--- config.mk ---
export PLATFORM = sky130hd
export DESIGN_NAME = alternating_key_byte_cipher_unit
export DESIGN_NICKNAME = d
export VERILOG_FILES = /design/src/rtl/akbc_pkg.sv /design/src/rtl/akbc_front.sv /design/src/rtl/akbc_queue.sv /design/src/rtl/akbc_back.sv /design/src/rtl/alternating_key_byte_cipher_unit.sv
export SDC_FILE = /design/constraint.sdc
export NUM_CORES = 1
export LEC_CHECK = 0
export BUFFER_PORTS_ARGS = -buffer_cell sky130_fd_sc_hd__buf_2
export CAP_MARGIN = 0
export CORE_MARGIN = 10
export CORE_UTILIZATION = 50
export DETAILED_ROUTE_END_ITERATION = 16
export PLACE_DENSITY = 0.68
export REMOVE_ABC_BUFFERS = 1
export SYNTH_ARGS = -nofsm -noshare
export SYNTH_HDL_FRONTEND = slang
export SYNTH_SLANG_ARGS = --single-unit
--- constraint.sdc ---
create_clock -name clk -period 6.9 [get_ports clk]
set_input_delay 0.69 -clock clk [delete_from_list [all_inputs] [get_ports clk]]
set_output_delay 0.69 -clock clk [all_outputs]
set_load 0.01 [all_outputs]
--- src/rtl/akbc_pkg.sv ---
`timescale 1ns / 1ps
// ----------------------------------------------------------------------------
// akbc_pkg - shared types and constants for the alternating key byte cipher
// Word layouts, configuration register indexes and cipher constants.
// ----------------------------------------------------------------------------
package akbc_pkg;

  localparam int TEXT_W    = 7;
  localparam int BYTE_W    = 8;
  localparam int KEY_BYTES = 32;
  localparam int POS_W     = 5;
  localparam int CFG_IDX_W = 3;
  localparam int CFG_DATA_W = 64;
  localparam int ARITH_W   = 10;

  // cipher constants
  localparam logic [TEXT_W-1:0]  COMMA_CHAR = 7'd44;
  localparam logic [ARITH_W-1:0] KEY_BIAS   = 10'd48;
  localparam logic [ARITH_W-1:0] WRAP_STEP  = 10'd79;
  localparam logic [ARITH_W-1:0] ADD_LIMIT  = 10'd126;

  typedef enum logic [CFG_IDX_W-1:0] {
    CFG_DECRYPT_MODE = 3'd0,
    CFG_KEY_0_7      = 3'd1,
    CFG_KEY_8_15     = 3'd2,
    CFG_KEY_16_23    = 3'd3,
    CFG_KEY_24_31    = 3'd4
  } cfg_reg_t;

  // classified word handed from front to back
  typedef struct packed {
    logic [TEXT_W-1:0] text;
    logic [BYTE_W-1:0] key;
    logic              use_add;
    logic              is_comma;
    logic              last;
  } akbc_word_t;

endpackage

--- src/rtl/akbc_front.sv ---
`timescale 1ns / 1ps
// ----------------------------------------------------------------------------
// akbc_front - input acceptance, key position tracking and classification
// Holds the configuration registers, selects the key byte and rule per word.
// ----------------------------------------------------------------------------
module akbc_front
  import akbc_pkg::*;
#(
  parameter int KEY_LENGTH = 32
) (
  input  logic                  clk,
  input  logic                  rst_n,
  input  logic                  cfg_valid,
  output logic                  cfg_ready,
  input  logic [CFG_IDX_W-1:0]  cfg_index,
  input  logic [CFG_DATA_W-1:0] cfg_data,
  input  logic                  in_valid,
  input  logic [TEXT_W-1:0]     in_text_byte,
  input  logic                  in_end_of_message,
  input  logic                  q_full,
  output logic                  in_stall,
  output logic                  push,
  output akbc_word_t            push_word
);

  logic                                mode_r;
  logic [KEY_BYTES-1:0][BYTE_W-1:0]    key_r;
  logic [POS_W-1:0]                    pos_r, pos_nxt;
  logic                                accept;

  assign cfg_ready = 1'b1;
  assign in_stall  = q_full;
  assign accept    = in_valid && !q_full;
  assign push      = accept;

  always_ff @(posedge clk) begin
    if (!rst_n) begin
      mode_r <= 1'b0;
      key_r  <= '0;
    end else if (cfg_valid) begin
      case (cfg_reg_t'(cfg_index))
        CFG_DECRYPT_MODE: mode_r <= cfg_data[0];
        CFG_KEY_0_7:      key_r[7:0]   <= cfg_data;
        CFG_KEY_8_15:     key_r[15:8]  <= cfg_data;
        CFG_KEY_16_23:    key_r[23:16] <= cfg_data;
        CFG_KEY_24_31:    key_r[31:24] <= cfg_data;
        default: ;
      endcase
    end
  end

  always_comb begin
    pos_nxt = pos_r;
    if (accept) begin
      if (in_end_of_message || pos_r >= POS_W'(KEY_LENGTH - 1)) begin
        pos_nxt = '0;
      end else begin
        pos_nxt = pos_r + 1'b1;
      end
    end
  end

  always_ff @(posedge clk) begin
    if (!rst_n) begin
      pos_r <= '0;
    end else begin
      pos_r <= pos_nxt;
    end
  end

  always_comb begin
    push_word.text     = in_text_byte;
    push_word.key      = key_r[pos_r];
    // even position adds when encrypting; decrypt flips the rule
    push_word.use_add  = !pos_r[0] ^ mode_r;
    push_word.is_comma = (in_text_byte == COMMA_CHAR);
    push_word.last     = in_end_of_message;
  end

endmodule

--- src/rtl/akbc_queue.sv ---
`timescale 1ns / 1ps
// ----------------------------------------------------------------------------
// akbc_queue - two-entry queue between front and back
// Lets the front keep accepting while the back waits on the output side.
// ----------------------------------------------------------------------------
module akbc_queue
  import akbc_pkg::*;
(
  input  logic       clk,
  input  logic       rst_n,
  input  logic       push,
  input  akbc_word_t push_word,
  input  logic       pop,
  output logic       full,
  output logic       not_empty,
  output akbc_word_t head_word
);

  akbc_word_t  mem_r [2];
  logic        wr_ptr_r, rd_ptr_r;
  logic [1:0]  count_r, count_nxt;

  assign full      = (count_r == 2'd2);
  assign not_empty = (count_r != 2'd0);
  assign head_word = mem_r[rd_ptr_r];

  always_comb begin
    count_nxt = count_r;
    if (push && !pop) begin
      count_nxt = count_r + 1'b1;
    end else if (pop && !push) begin
      count_nxt = count_r - 1'b1;
    end
  end

  always_ff @(posedge clk) begin
    if (!rst_n) begin
      wr_ptr_r <= 1'b0;
      rd_ptr_r <= 1'b0;
      count_r  <= 2'd0;
    end else begin
      count_r <= count_nxt;
      if (push) begin
        wr_ptr_r <= !wr_ptr_r;
      end
      if (pop) begin
        rd_ptr_r <= !rd_ptr_r;
      end
    end
  end

  always_ff @(posedge clk) begin
    if (push) begin
      mem_r[wr_ptr_r] <= push_word;
    end
  end

endmodule

--- src/rtl/akbc_back.sv ---
`timescale 1ns / 1ps
// ----------------------------------------------------------------------------
// akbc_back - cipher arithmetic and output register
// Applies the add or subtract rule with its wraparound and holds the result.
// ----------------------------------------------------------------------------
module akbc_back
  import akbc_pkg::*;
(
  input  logic              clk,
  input  logic              rst_n,
  input  logic              not_empty,
  input  akbc_word_t        head_word,
  output logic              pop,
  output logic              out_valid,
  input  logic              out_stall,
  output logic [BYTE_W-1:0] out_byte,
  output logic              out_last
);

  logic                      out_valid_r;
  logic [BYTE_W-1:0]         byte_r, byte_nxt;
  logic                      last_r;
  logic signed [ARITH_W-1:0] t_s, k_s, add_c, sub_c, add_res, sub_res;

  assign pop       = not_empty && (!out_valid_r || !out_stall);
  assign out_valid = out_valid_r;
  assign out_byte  = byte_r;
  assign out_last  = last_r;

  always_comb begin
    t_s   = signed'({3'b000, head_word.text});
    k_s   = signed'({2'b00, head_word.key});
    add_c = t_s + k_s - signed'(KEY_BIAS);
    sub_c = t_s - k_s + signed'(KEY_BIAS);
    add_res = (add_c > signed'(ADD_LIMIT)) ? add_c - signed'(WRAP_STEP) : add_c;
    sub_res = (sub_c < signed'(KEY_BIAS))  ? sub_c + signed'(WRAP_STEP) : sub_c;
    if (head_word.is_comma) begin
      byte_nxt = {1'b0, head_word.text};
    end else if (head_word.use_add) begin
      byte_nxt = add_res[BYTE_W-1:0];
    end else begin
      byte_nxt = sub_res[BYTE_W-1:0];
    end
  end

  always_ff @(posedge clk) begin
    if (!rst_n) begin
      out_valid_r <= 1'b0;
    end else if (pop) begin
      out_valid_r <= 1'b1;
    end else if (!out_stall) begin
      out_valid_r <= 1'b0;
    end
  end

  always_ff @(posedge clk) begin
    if (pop) begin
      byte_r <= byte_nxt;
      last_r <= head_word.last;
    end
  end

endmodule

--- src/rtl/alternating_key_byte_cipher_unit.sv ---
`timescale 1ns / 1ps
// ----------------------------------------------------------------------------
// alternating_key_byte_cipher_unit - alternating key byte cipher, top level
// Streams 7-bit characters through a 32-byte keyed add/subtract cipher.
// ----------------------------------------------------------------------------
// One word is accepted per clock and one result word leaves per clock when the
// output is not stalled; an accepted input word is written into the queue and,
// once popped, its result is loaded into the output register and presented on
// out_valid. The rate is set by the back stage, which does one add, compare
// and correction per cycle. A two-entry queue and the output register absorb
// up to three words while the output stalls, after which in_stall rises. The
// key position restarts at zero after a word marked end_of_message and after
// position KEY_LENGTH-1. Write the mode and key registers only while idle;
// cfg_ready is always high.
module alternating_key_byte_cipher_unit
  import akbc_pkg::*;
#(
  parameter int KEY_LENGTH = 32
) (
  input  logic                  clk,
  input  logic                  rst_n,
  input  logic                  cfg_valid,
  output logic                  cfg_ready,
  input  logic [CFG_IDX_W-1:0]  cfg_index,
  input  logic [CFG_DATA_W-1:0] cfg_data,
  input  logic                  in_valid,
  output logic                  in_stall,
  input  logic [TEXT_W-1:0]     in_text_byte,
  input  logic                  in_end_of_message,
  output logic                  out_valid,
  input  logic                  out_stall,
  output logic [BYTE_W-1:0]     out_byte,
  output logic                  out_last
);

  logic       q_full, q_not_empty, push, pop;
  akbc_word_t push_word, head_word;

  akbc_front #(
    .KEY_LENGTH (KEY_LENGTH)
  ) u_front (
    .clk               (clk),
    .rst_n             (rst_n),
    .cfg_valid         (cfg_valid),
    .cfg_ready         (cfg_ready),
    .cfg_index         (cfg_index),
    .cfg_data          (cfg_data),
    .in_valid          (in_valid),
    .in_text_byte      (in_text_byte),
    .in_end_of_message (in_end_of_message),
    .q_full            (q_full),
    .in_stall          (in_stall),
    .push              (push),
    .push_word         (push_word)
  );

  akbc_queue u_queue (
    .clk       (clk),
    .rst_n     (rst_n),
    .push      (push),
    .push_word (push_word),
    .pop       (pop),
    .full      (q_full),
    .not_empty (q_not_empty),
    .head_word (head_word)
  );

  akbc_back u_back (
    .clk       (clk),
    .rst_n     (rst_n),
    .not_empty (q_not_empty),
    .head_word (head_word),
    .pop       (pop),
    .out_valid (out_valid),
    .out_stall (out_stall),
    .out_byte  (out_byte),
    .out_last  (out_last)
  );

endmodule

==> results of run 1 <==
==> flip-flops by register name, summed over array words and instances, names as in the netlist, named ones only <==
register	count
u_queue.wr_ptr_r	1
u_back.out_last	1
u_queue.mem_r	36
u_front.mode_r	1
u_front.key_r	256
u_front.pos_r	5
u_queue.rd_ptr_r	1
u_back.out_valid	1
u_queue.count_r	2
u_back.out_byte	8
==> power groups by stage <==
stage / logic (mW) / clock network, mW / registers [mW]
2_1_floorplan: 1.46 / 0 / 2.14
3_3_place_gp: 1.89 / 0 / 2.12
3_5_place_dp: 1.93 / 0 / 2.12
4_1_cts: 1.95 / 1.75 / 2.08
5_1_grt: 2.17 / 1.82 / 2.10
6_report: 1.97 / 1.71 / 2.08
==> cells in the final DEF, fill, tap and decap left out, types with 17 or more instances in the layout <==
| master | synthesis | routed |
|---|---|---|
| sky130_fd_sc_hd__nand2_1 | 533 | 533 |
| sky130_fd_sc_hd__dfxtp_1 | 268 | 266 |
| sky130_fd_sc_hd__a21boi_0 | 260 | 260 |
| sky130_fd_sc_hd__buf_2 | 1 | 89 |
| sky130_fd_sc_hd__mux4_2 | 80 | 80 |
| sky130_fd_sc_hd__edfxtp_1 | 45 | 45 |
| sky130_fd_sc_hd__clkbuf_16 | 0 | 36 |
| sky130_fd_sc_hd__ha_1 | 30 | 30 |
| sky130_fd_sc_hd__inv_1 | 28 | 28 |
| sky130_fd_sc_hd__nor2_1 | 28 | 25 |
| sky130_fd_sc_hd__xnor2_1 | 21 | 21 |
| sky130_fd_sc_hd__mux2_2 | 17 | 17 |
==> cell families after synthesis <==
group           after synthesis  synth area share (%)
fa+ha+maj                    32                 2.793
buf+inv                     133                 3.415
other cells                   1               0.02521
mux                         110                 14.29
flops                       313                 45.15
compound gates              317                 15.91
simple gates                619                 16.65
xor+xnor                     30                 1.766
==> area by class of cell <==
cell class	instances	area [um^2]	share of cell area [%]
diodes	3	7.507	0.04516
clock buffers	51	977.2	5.879
clock inverters	9	72.57	0.4366
inverters	28	105.1	0.6323
multi-input cells	1109	7681	46.21
flip-flops and latches	313	6721	40.44
well taps	390	488.0	2.936
repair buffers	105	569.3	3.425
==> critical path, delay by kind of cell (launching register included) <==
family | cells | cell delay (ns)
flops | 1 | 0.75
fa+ha+maj | 3 | 0.83
xor+xnor | 1 | 0.19
compound gates | 4 | 0.92
buf+inv | 3 | 0.43
mux | 1 | 0.38
simple gates | 4 | 1.07
==> per-stage QoR <==
step | instances | setup slack (ns) | hold WS (ns)
finish | 2008 | 2.090 | 0.3981
global route | 2007 | 1.786 | 0.3850
CTS | 2005 | 2.100 | 0.3858
detailed placement | 1945 | 2.103 | 0.4562
global placement | 1945 | 2.206 | 0.4479
floorplan | 1450 | 2.420 | 0.4402
==> worst min-delay path by stage <==
stage                        from                    to  slack (ns)  cells after the start
2_1_floorplan  u_front.key_r[112]    u_front.key_r[112]        0.44                      2
3_3_place_gp   u_front.key_r[173]    u_front.key_r[173]        0.45                      2
3_5_place_dp    u_front.key_r[94]     u_front.key_r[94]        0.46                      2
4_1_cts           in_text_byte[4]  u_queue.mem_r[0][15]        0.39                      1
5_1_grt           in_text_byte[6]  u_queue.mem_r[0][17]        0.38                      1
6_report          in_text_byte[4]  u_queue.mem_r[0][15]        0.40                      1
==> routing by layer <==
layer | track usage [%] | up-vias | wire length (um)
met4 | 5.516 | 6 | 717
met2 | 32.42 | 212 | 17020
met3 | 3.506 | 56 | 1699
met1 | 24.36 | 5316 | 15720
met5 | 0 | - | 24
li1 | - | 5407 | -
==> metrics list, run 1 <==
- Fraction of power spent switching nets: between 30% and 40%
- Across the routed clock network, the largest skew measured is 0.01254 ns.
- Warning count from the yosys run: 0
- The cell count after synthesis came out at about 1600.
- STA classifies the critical path startpoint as a flop.
- Pin placement for this block handled 92 I/O pins.
- P&R area growth vs syn: 11.74%
- The first global-routing pass estimated 57640 um of wire.
- Aggregate global-route resource usage: 19.09%
- Least-Margin Pin Slew: around 1.1 ns
- Netlist Area Pre-Place: 0.01488 mm^2
- Yosys mapped the design onto 57 distinct sky130hd cell types.
* Leading post-synthesis cells by cell area: sky130_fd_sc_hd__dfxtp_1 36%, sky130_fd_sc_hd__nand2_1 13%, sky130_fd_sc_hd__a21boi_0 13%
* Most area-hungry cell type in the Yosys netlist: sky130_fd_sc_hd__dfxtp_1
* Clock latency on the worst-skew pair: 0.51 ns
- Power spread over the standard cell area amounts to 346.3 mW/mm^2.
- The number of setup buffers added after CTS is 0.
- The number of gates resized after CTS was 0.
* Post-layout minimum cycle time: between 4 and 5 ns
- Setup repair after global routing left no endpoint under its margin.
- Via count: approximately 11000
- DRC violations left: 0
- The via count of the first global-routing pass was 11060.
- With fillers left out, the area of the finished cells amounts to ~0.017 mm^2.
- Die area: 0.03705 mm^2
- At the end of routability-driven placement, the weighted congestion stood at 0.8799.
- The count of nets left with antenna violations once routing finished came out at 0.
* Number of max-slew violations in the final report: 0
- Hold WC Path Type: in -> reg
* HPWL after detailed placement: 22530 um
- Among all cell types in the netlist, the one instantiated most often is sky130_fd_sc_hd__nand2_1.
* Starting utilization of the core area: 50.46%
* Power after layout: 5.756 mW
- CTS Sinks: around 310
- TritonCTS built the clock tree.
- RR Endpoint: u_back.out_byte[5]
- Synth top cells by count: 533 x sky130_fd_sc_hd__nand2_1, 268 x sky130_fd_sc_hd__dfxtp_1, 260 x sky130_fd_sc_hd__a21boi_0
- Fraction of layout instances using a drive strength above 1: 16.53%
- Clock tree root driver cell: sky130_fd_sc_hd__clkbuf_16
- The clock passes through at most 3 buffers.
* Kind of critical path: reg -> reg
- The worst setup path is captured at a flop.
- Following the worst setup path forward leads to its endpoint at u_back.out_byte[5].
- DRT Wirelength: about 35000 um
- The H-tree was split into 2 levels.
- Number of nets at the end of the flow: 1703
- Sequential element share of the synthesized area: 45.15%
* Leakage power of the design: between 5 and 6 nW
- Initial drt markers: 563
* Synth Register Bits: 313
- Depth of the worst register-to-register path: 16
* Highest achievable clock rate: 207.9 MHz
* Net switching power of the design: roughly 1.9 mW
- Top FF cell, synth: sky130_fd_sc_hd__dfxtp_1
- First-pass DRT Iterations: 5
- The run finished with clean final reports.
- Share of flip-flops with an asynchronous set or reset: 0%
* CP max stage cell: sky130_fd_sc_hd__dfxtp_1
* Register-to-register path setup slack: 2.09 ns
- The total area inside the core boundary comes to between 0.02 and 0.03 mm^2.
- The internal portion of the total power is 3.823 mW.
* Pin count of the biggest net entering global routing: 94
* Placed Area: about 0.016 mm^2
* Cts hold-fix bufs: 0
* Tightest slew margin relative to the limit: 29.54%
- Count of flip-flops with a built-in enable after synthesis: 45
- Counting the fill cells in the layout gives about 2600.
- Part of the total power dissipated in the clock network: between 20% and 30%
* Number of port buffers: 90
* Horizontal extent of the die: between 150 and 200 um
- The number of hold violations in the final report was 0.
- Power share of the sequential group: 36.2%
- Final worst path period share: 69.71%
- In this run the worst path has a maximum fanout of 12.
- Clock slew at the register clock pins of the worst setup and hold paths: 0.06 ns
- The floorplan has 63 rows.
* Yosys top cell area share: 36.07%
- A synthesized cell averages approximately 9.6 um^2.
- Data arrives at the worst endpoint at 5.08 ns.
* Sequence of cells on the critical path: buf_4, mux2_2, inv_1, ha_1, inv_1, fa_1, a21o_1, a21oi_2, xnor2_1, ha_1, or2_2, a2111o_1, o211ai_2, nor2_4, or4b_1, and3_1
- The tool flagged a number of max-cap violations equal to 0.
- Routed length per instance: 17.52 um
- Buffers inserted during clock tree synthesis total 34.
- Total congestion overflow: 0
- Power share of the combinational group: 34.2%
- Summed over all failing endpoints, the final setup total negative slack is 0 ns.
- Worst voltage drop across the vdd grid: 225.2 uV
- Setup violations remaining at the end of the flow were counted as 0.
* Largest stage delay on the critical path: 0.75 ns
- Routed via count divided by cell count: 5.477
- Core occupancy in the finished layout: between 50% and 60%
- The number of antenna violations at the first check in global routing is 7.
- CP required: 7.17 ns
- The die is between 150 and 200 um tall.
(Power assumes the default switching activity.)
==> run 2, diff against run 1 <==
PLACE_DENSITY = 0.7   (was 0.68)
clock period = 4.2 ns   (was 6.9 ns; I/O delays follow)
==> metrics list, run 2 (same netlist as run 1, synthesis figures left out) <==
* Power Dens Cells: 583.3 mW/mm^2
- Pin count of the biggest net entering global routing: between 100 and 150
- In this run the vertical extent of the chip is about 190 um.
- Summed over all nets, the half-perimeter wirelength after detailed placement is ~24000 um.
* RR Endpoint: u_back.out_byte[5]
- Counting both buffers and inverters, the worst setup path holds a total of 3.
- The worst setup path is captured at a flop.
* Post-layout minimum cycle time: 4.006 ns
* Maximum clock path buffer count: 3
* FILL cells: 2600
* Register-to-register path setup slack: roughly 0.19 ns
* Number of nets at the end of the flow: 1720
* First-pass DRT Iterations: 5
- The cell family contributing the most delay on the critical path is simple AND/OR/NAND/NOR gates.
* Routed via count divided by cell count: 5.475
- Final worst clock skew: roughly 0.017 ns
- The final critical path takes up 95.37% of the cycle.
- First-pass GRT wire length: 57730 um
- In the final routed layout, each cell accounts on average for between 15 and 20 um.
- CTS Sinks: ~310
- STA puts the critical path data arrival time at 4.26 ns.
- Clock slew at the register clock pins of the worst setup and hold paths: around 0.06 ns
* P&R area growth vs syn: 13.45%
- The placed instances occupy a cell area of 0.01568 mm^2.
* Area of the placeable core: 0.02948 mm^2
- The clock reaches the later pin of the worst-skew pair after 0.52 ns.
- Maximum fanout count along the critical path: 10
* Cts hold-fix bufs: 0
- Area of all placed cells without fillers: 0.01688 mm^2
- CTS tree: yes
- The total overflow left after global routing is 0.
- Cell occurring most often along the worst timing path: sky130_fd_sc_hd__inv_1
* Number of max-slew violations in the final report: 0
* Starting utilization of the core area: approximately 50%
- The H-tree was split into 2 levels.
- I/O pin cnt: 92
- Hold WC Path Type: in -> reg
- In this run the tool buffered the top-level ports with 90 buffer cells.
* Clock tree root driver cell: sky130_fd_sc_hd__clkbuf_16
- CP Depth: 16
- Number of global-route vias before repair: 11190
* Initial drt markers: 718
- Most frequent standard cell in the layout excluding fill and tap cells: sky130_fd_sc_hd__nand2_1
- Derived from the worst setup path, the maximum achievable clock frequency is 249.6 MHz.
- Setup violations remaining at the end of the flow were counted as 0.
- Final Hold Viols: 0
- Crit start category: flop
- Largest Register: u_front.key_r
- Status: completed
* Kind of critical path: reg -> reg
- Aggregate global-route resource usage: 19.21%
* Leakage power of the design: just under 6 nW
- Counting instances, the worst hold path has a depth of 1.
* Die area: 0.03705 mm^2
- The top cell types in the final layout, fill and taps aside, are 533 x sky130_fd_sc_hd__nand2_1, 265 x sky130_fd_sc_hd__dfxtp_1, 260 x sky130_fd_sc_hd__a21boi_0.
* Largest register FFs: 256
- Max-cap violations in this run came to 0.
- Destination of the critical timing path: u_back.out_byte[5]
- DRC violations left: 0
- Buffers inserted during clock tree synthesis total 34.
- IR analysis of the VDD net gives a maximum drop of between 400 and 500 uV.
- For the pin with the worst max-slew slack, the measured transition is 1.087 ns.
* Tightest slew margin relative to the limit: 27.35%
- CP max stage cell: sky130_fd_sc_hd__or4b_1
* Count of nets left with antenna violations after detail routing: 0
- After floorplanning, the core was divided into 63 placement rows.
* Largest stage delay on the critical path: 0.49 ns
* Depth of the worst register-to-register path: 16
* CP required: roughly 4.5 ns
- Sequence of cells on the critical path: buf_12, mux2_2, inv_1, ha_1, inv_1, fa_1, a21o_1, a21oi_4, xnor2_2, ha_2, or2_2, a2111o_1, o211ai_2, nor2_4, or4b_1, and3_1
- The number of antenna violations at the first check in global routing is 9.
- The routed layout has 11100 vias.
- OpenSTA, run right after detailed placement, puts the worst setup slack at 0.05468 ns.
* Fraction of layout instances using a drive strength above 1: 18.01%
* Horizontal extent of the die: 192.5 um
- DRT Wirelength: approximately 36000 um
- Routability congestion estimate from global placement: 0.9089
- Setup slack closes at 0.1943 ns.
[run 2: changes by cell type in the layout (fill, tap and decap cells not counted), moves of 2 or more]
cell and delta:
sky130_fd_sc_hd__clkbuf_1 -2, sky130_fd_sc_hd__clkbuf_8 +2, sky130_fd_sc_hd__ha_1 -2, sky130_fd_sc_hd__ha_2 +2
sky130_fd_sc_hd__diode_2 +3, sky130_fd_sc_hd__buf_4 +15, sky130_fd_sc_hd__bufinv_16 +2
[run 2: worst reg2reg max path: cells and delay by family, from the launching register on]
family | cells | cell delay (ns)
buffers and inverters | 3 | 0.28
muxes | 1 | 0.37
AOI/OAI and AO/OA | 4 | 0.81
adders and majority gates | 3 | 0.76
DFF | 1 | 0.38
and+or+nand+nor | 4 | 1.04
xor gates and xnor gates | 1 | 0.11
[run 2: worst min-delay path by stage]
stage	slack, ns	start	end
3_3_place_gp	0.45	u_front.key_r[254]	u_front.key_r[254]
6_report	0.13	in_end_of_message	u_queue.mem_r[1][0]
2_1_floorplan	0.44	u_front.key_r[112]	u_front.key_r[112]
4_1_cts	0.12	in_end_of_message	u_queue.mem_r[1][0]
3_5_place_dp	0.45	u_front.key_r[56]	u_front.key_r[56]
5_1_grt	0.13	in_text_byte[0]	u_queue.mem_r[0][11]
[run 2: power breakdown]
| group | internal [mW] | total, mW | switching [mW] | leakage, nW |
|---|---|---|---|---|
| sequential | 3.28 | 3.38 | 0.105 | 2.60 |
| clock | 1.74 | 2.93 | 1.19 | 0.535 |
| combinational | 1.60 | 3.53 | 1.93 | 2.72 |
[run 2: repair_timing]
item / CTS / global route
gates resized for setup: 0 / 8
setup endpoints to repair: 0 / 8
buffers inserted: 0 / 3
[run 2: area by class of cell]
type,count,area [um^2],share of cell area (%)
Clock inverter,10,128.9,0.7636
Inverter,28,105.1,0.6228
Antenna cell,6,15.01,0.08897
Tap cell,390,488.0,2.891
Sequential cell,313,6723,39.84
Multi-Input combinational cell,1109,7717,45.73
Clock buffer,50,972.2,5.761
Timing Repair Buffer,122,726.9,4.308
[run 2: per-layer routing]
| layer | track usage (%) | wire length [um] | up-vias |
|---|---|---|---|
| li1 | - | - | 5443 |
| met5 | 0 | 34 | - |
| met2 | 32.90 | 17500 | 246 |
| met4 | 5.337 | 638 | 6 |
| met3 | 3.289 | 1796 | 62 |
| met1 | 24.48 | 15880 | 5346 |
[run 2: stage by stage]
stage,TNS [ns],utilization [%],cells,power (mW),hold slack (ns)
finish,0,57.24,2028,9.844,0.1316
global route,-0.01781,57.23,2026,10.40,0.1326
CTS,0,56.91,2018,9.753,0.1204
detailed placement,0,53.17,1958,6.826,0.4541
global placement,0,53.17,1958,6.785,0.4461
floorplan,-4.885,-,1450,5.917,0.4402
